==> config.mk <==
export PLATFORM = sky130hd
export DESIGN_NAME = mcer_free_find
export DESIGN_NICKNAME = d
export VERILOG_FILES = /design/src/hdl/mcer_pkg.sv /design/src/hdl/mcer_free_find.sv
export SDC_FILE = /design/constraint.sdc
export NUM_CORES = 1
export LEC_CHECK = 0
export ABC_AREA = 1
export BUFFER_PORTS_ARGS = -buffer_cell sky130_fd_sc_hd__buf_2
export CORE_AREA = 5 5 42 44
export DETAILED_ROUTE_END_ITERATION = 12
export DIE_AREA = 0 0 47 49
export MAX_ROUTING_LAYER = met4
export PLACE_DENSITY = 0.5
export SYNTH_ARGS = -nofsm -noshare
export SYNTH_HDL_FRONTEND = slang
export SYNTH_SLANG_ARGS = --single-unit
==> constraint.sdc <==
create_clock -name vclk -period 1
set_clock_uncertainty 0.15 [all_clocks]
set_input_delay 0.1 -clock vclk [all_inputs]
set_output_delay 0.1 -clock vclk [all_outputs]
set_load 0.03 [all_outputs]
==> src/hdl/mcer_pkg.sv <==
// Shared constants, codes, types and address helpers for the event ring pool.
package mcer_pkg;

   // Pool geometry
   localparam int CHANNELS = 16;
   localparam int DEPTH    = 64;
   localparam int WAITERS  = 8;

   localparam int CH_IDX_W = (CHANNELS > 1) ? $clog2(CHANNELS) : 1;
   localparam int PTR_W    = $clog2(DEPTH);
   localparam int WIDX_W   = (WAITERS > 1) ? $clog2(WAITERS) : 1;
   localparam int WCNT_W   = $clog2(WAITERS + 1);
   localparam int RING_AW  = $clog2(CHANNELS * DEPTH);
   localparam int WAIT_AW  = (CHANNELS * WAITERS > 1) ? $clog2(CHANNELS * WAITERS) : 1;

   // Request codes
   typedef enum logic [2:0] {
      REQ_CREATE  = 3'd0,
      REQ_DESTROY = 3'd1,
      REQ_PUSH    = 3'd2,
      REQ_POP     = 3'd3,
      REQ_WAIT    = 3'd4
   } req_kind_type;

   // Response status codes
   typedef enum logic [2:0] {
      ST_OK        = 3'd0,
      ST_EMPTY     = 3'd1,
      ST_INACTIVE  = 3'd2,
      ST_NO_FREE   = 3'd3,
      ST_WAIT_REG  = 3'd4,
      ST_WAIT_FULL = 3'd5
   } status_type;

   // Result of the free channel search
   typedef struct packed {
      logic                found;
      logic [CH_IDX_W-1:0] idx;
   } free_type;

   // Next ring position with wrap
   function automatic logic [PTR_W-1:0] ptr_next(input logic [PTR_W-1:0] p);
      return (int'(p) == DEPTH - 1) ? '0 : p + PTR_W'(1);
   endfunction

   // Word address of a ring slot
   function automatic logic [RING_AW-1:0] ring_addr_f(input logic [CH_IDX_W-1:0] ch,
                                                      input logic [PTR_W-1:0]    p);
      return RING_AW'(int'(ch) * DEPTH + int'(p));
   endfunction

   // Address of a waiter slot
   function automatic logic [WAIT_AW-1:0] wait_addr_f(input logic [CH_IDX_W-1:0] ch,
                                                      input logic [WIDX_W-1:0]   i);
      return WAIT_AW'(int'(ch) * WAITERS + int'(i));
   endfunction

endpackage

==> src/hdl/mcer_free_find.sv <==
// Lowest inactive channel search for create requests.
module mcer_free_find import mcer_pkg::*; (
   input  logic [CHANNELS-1:0] active,
   output free_type            free
);

   // Scan from the top down so the lowest free index wins
   always_comb begin
      free = '0;
      for (int i = CHANNELS - 1; i >= 0; i--) begin
         if (!active[i]) begin
            free.found = 1'b1;
            free.idx   = CH_IDX_W'(i);
         end
      end
   end

endmodule

; ---- After elaboration in Yosys (flattened, before gate mapping)
; Index checks and enable logic that the tools add are counted.
; Widths: inputs -> output; s select.
[word_totals]
regBits = 0
inputBits = 16
elab_cells = 16
[classes]
n_mux = 16
[ops]
columns = operator, n
row1 = $mux 5, 16

; ---- Logic depth before layout (Yosys ltp)
[depth]
ltp_word = 16
depth_mapped = 15
mapped_depth_nobuf = 15

; ---- Least setup slack after synthesis
; OpenSTA, ideal clock, no wires.
[synth_path]
path_type = input -> output
startpoint = in active[15]
endpoint = out free[0] in the netlist's numbering
arrival_time_ns = 1.006
required_ns = 0.750
slack_ns = -0.256
cell_stages = 15
n_path_buf = 0
path_cell_list = inv_1 nand2_1 nand2_1 nand2_1 nand2_1 nand2_1 nand2_1 nand2_1 nand2_1 nand2_1 nand2_1 nand2_1 nand2_1 nand2_1 a21oi_2
[synth_lines]
columns = item, line_no
row1 = "start, declared", mcer_free_find.sv:3  ; input logic [CHANNELS-1:0] active,
row2 = "end, declared", mcer_free_find.sv:4  ; output free_type free

==> summary.txt <==
Finish
  – Fin nets: 89
  – Commonest non-fill, non-tap cell in the layout: nand2_1
  – Seq Cell Count: 0
  – Fillers: 155
  – Layout cell share with drive strength beyond 1: 0.563
  – Layout Utilization: 0.352
  – Area occupied by multi-input gates: 191 um^2
  – Commonest non-fill, non-tap cells in the layout: 16 x nand2_1, 13 x buf_6, 12 x buf_2
  – Area delta synth->final: 198%
  – Reg area: 0 um^2
  – Layout clock buffers: 0
  – Antenna cells: 0
  – Layout Cells excl Fill: 87

STA
  – Final Worst Setup Slack: -359 ps
  – Max Fclk: around 740 MHz
  – Slew @ Worst Pin: 215 ps
  – Finish-stage setup viols: 5
  – Final min period: 1360 ps
  – Slew Viols, Final: 0
  – Final worst path period share: 1.36
  – Slew margin rel.: 0.856
  – RSZ-0062 raised after global routing: yes
  – Final hold viol count: 0

Power and ir drop
  – Comb pwr share: 1.000
  – Pint: slightly above 100 uW
  – Total Power: between 150 and 200 uW
  – Net Sw Frac: 0.437
  – Sequential share of power: 0
  – Static Leakage: 0.000264 uW
  – Switching power: between 70 and 80 uW
  – Peak VDD IR: 0.000122 V
  – Clk pwr share: 0
  – PwrDens: 366 nW/um^2

GRT
  – First-pass GRT wire length: 1100 um
  – Initial antenna violation count: 0
  – GRT overflow: 0
  – Largest net degree at the start of global routing: 4
  – Vias in the first global route: around 280
  – GR Util All Layers: 0.0612

Worst setup path
  – WP data required: approximately 750 ps
  – Critical path capture point type: output port
  – CP Buf/Inv Count: 3
  – CP Max Fanout: 2
  – Crit path max-delay cell type: buf_6
  – Crit-path cells: buf_6, inv_2, nand2_1, nand2_1, nand2_1, nand2_1, nand2_1, nand2_1, nand2_1, nand2_1, nand2_1, nand2_1, nand2_1, nand2_1, nand2_2, a21oi_4, buf_6
  – CP dominant cell by count: nand2_1
  – CP Launch Type: primary input
  – Delay-heaviest family, CP: simple AND/OR/NAND/NOR gates
  – Slowest cell delay on critical path: about 140 ps
  – Crit path kind: in2out
  – Number of stages on the worst setup path: 17
  – Critical Path AT: roughly 1100 ps

Synthesis
  – Netlist Area Pre-Place: 165 um^2
  – Sequential share of the synthesized area: 0
  – Post-Syn Instances: 38
  – Synthesized Nets: 54
  – Distinct cells, synth: 8
  – Mean Syn Cell Area: 4.35 um^2
  – Yosys warnings: 0

Run status
  – Outcome: finished with violations
  – Failing checks: negative setup slack

Place
  – Routability congestion estimate: 0.679
  – Post-DP HPWL: between 600 and 700 um
  – Pre-CTS setup slack: -477 ps
  – Buffers on Ports: 21
  – Post-Place Cells: 87

Floorplanning
  – Die area: 2300 um^2
  – Initial Util: 0.118
  – # rows: 14
  – CORE AREA: 1400 um^2
  – Die Width: approximately 47 um
  – Die Y: 49 um
  – IO Pins: 21

Route
  – WL final: 750 um
  – DR iter-0 viols: 4
  – DR WL/cell: roughly 8.6 um
  – Via count: 346
  – First-pass DRT Iterations: 6
  – Via density: 3.98
  – Detail Route Antenna Nets: 0
  – Residual DRC: 0

Min path
  – Hold depth: 4
  – Worst min path class: in2out

Clocking
  – Hold buffers post-CTS: 0
  – Post-CTS setup buffers: 0

Flow run
  – Max-cap violations: 0
==> final timing paths <==
kind | start | endpoint | slack (ps)
worst max-delay path | active[15] | free[0] | -360
worst min-delay path | active[1] | free[0] | 430
==> routing by layer <==
| layer | track usage | share of wire |
|---|---|---|
| met2 | 0.109 | 0.47 |
| met4 | 0 | 0 |
| met5 | - | 0 |
| met1 | 0.0804 | 0.43 |
| met3 | 0 | 0.096 |
==> timing repair <==
action	4_1_cts	5_1_grt
resized for setup	20	2
pin swaps	9	1
setup endpoints to repair	5	5
gates cloned	0	0
==> power by group through the flow <==
stage	registers [uW]	logic, uW	clock network, uW
after floorplan	0	56.6	0
after global routing	0	197	0
after CTS	0	181	0
final	0	180	0
after global placement	0	150	0
after detailed placement	0	151	0
==> synth_stat cells <==
cell	n	area share
a21oi_2	1	0.053
inv_1	4	0.091
a31oi_1	1	0.038
nand3_1	5	0.15
nor2_1	5	0.11
nand4_1	3	0.11
nand2_1	18	0.41
nor3_1	1	0.030
==> final cells by class <==
cell class | count | share of cell area
well taps | 16 | 0.0406
inverters | 4 | 0.0305
repair buffers | 33 | 0.541
multi-input cells | 34 | 0.388
==> metrics by stage <==
step,hold slack (ps),setup TNS [ps],cell area [um^2]
floorplan,122,-226,199
global placement,467,-1190,414
detailed placement,475,-1230,414
CTS,440,-966,489
global route,459,-1400,493
finish,435,-883,493
==> cell families (layout without fill, tap and decap cells) <==
group / count (synthesis) / count (layout) / share of synthesized area
AO/OA/AOI/OAI: 2 / 2 / 0.0909
buffers and inverters: 4 / 37 / 0.0909
AND/OR/NAND/NOR: 32 / 32 / 0.818
(Power assumes the default switching activity.)
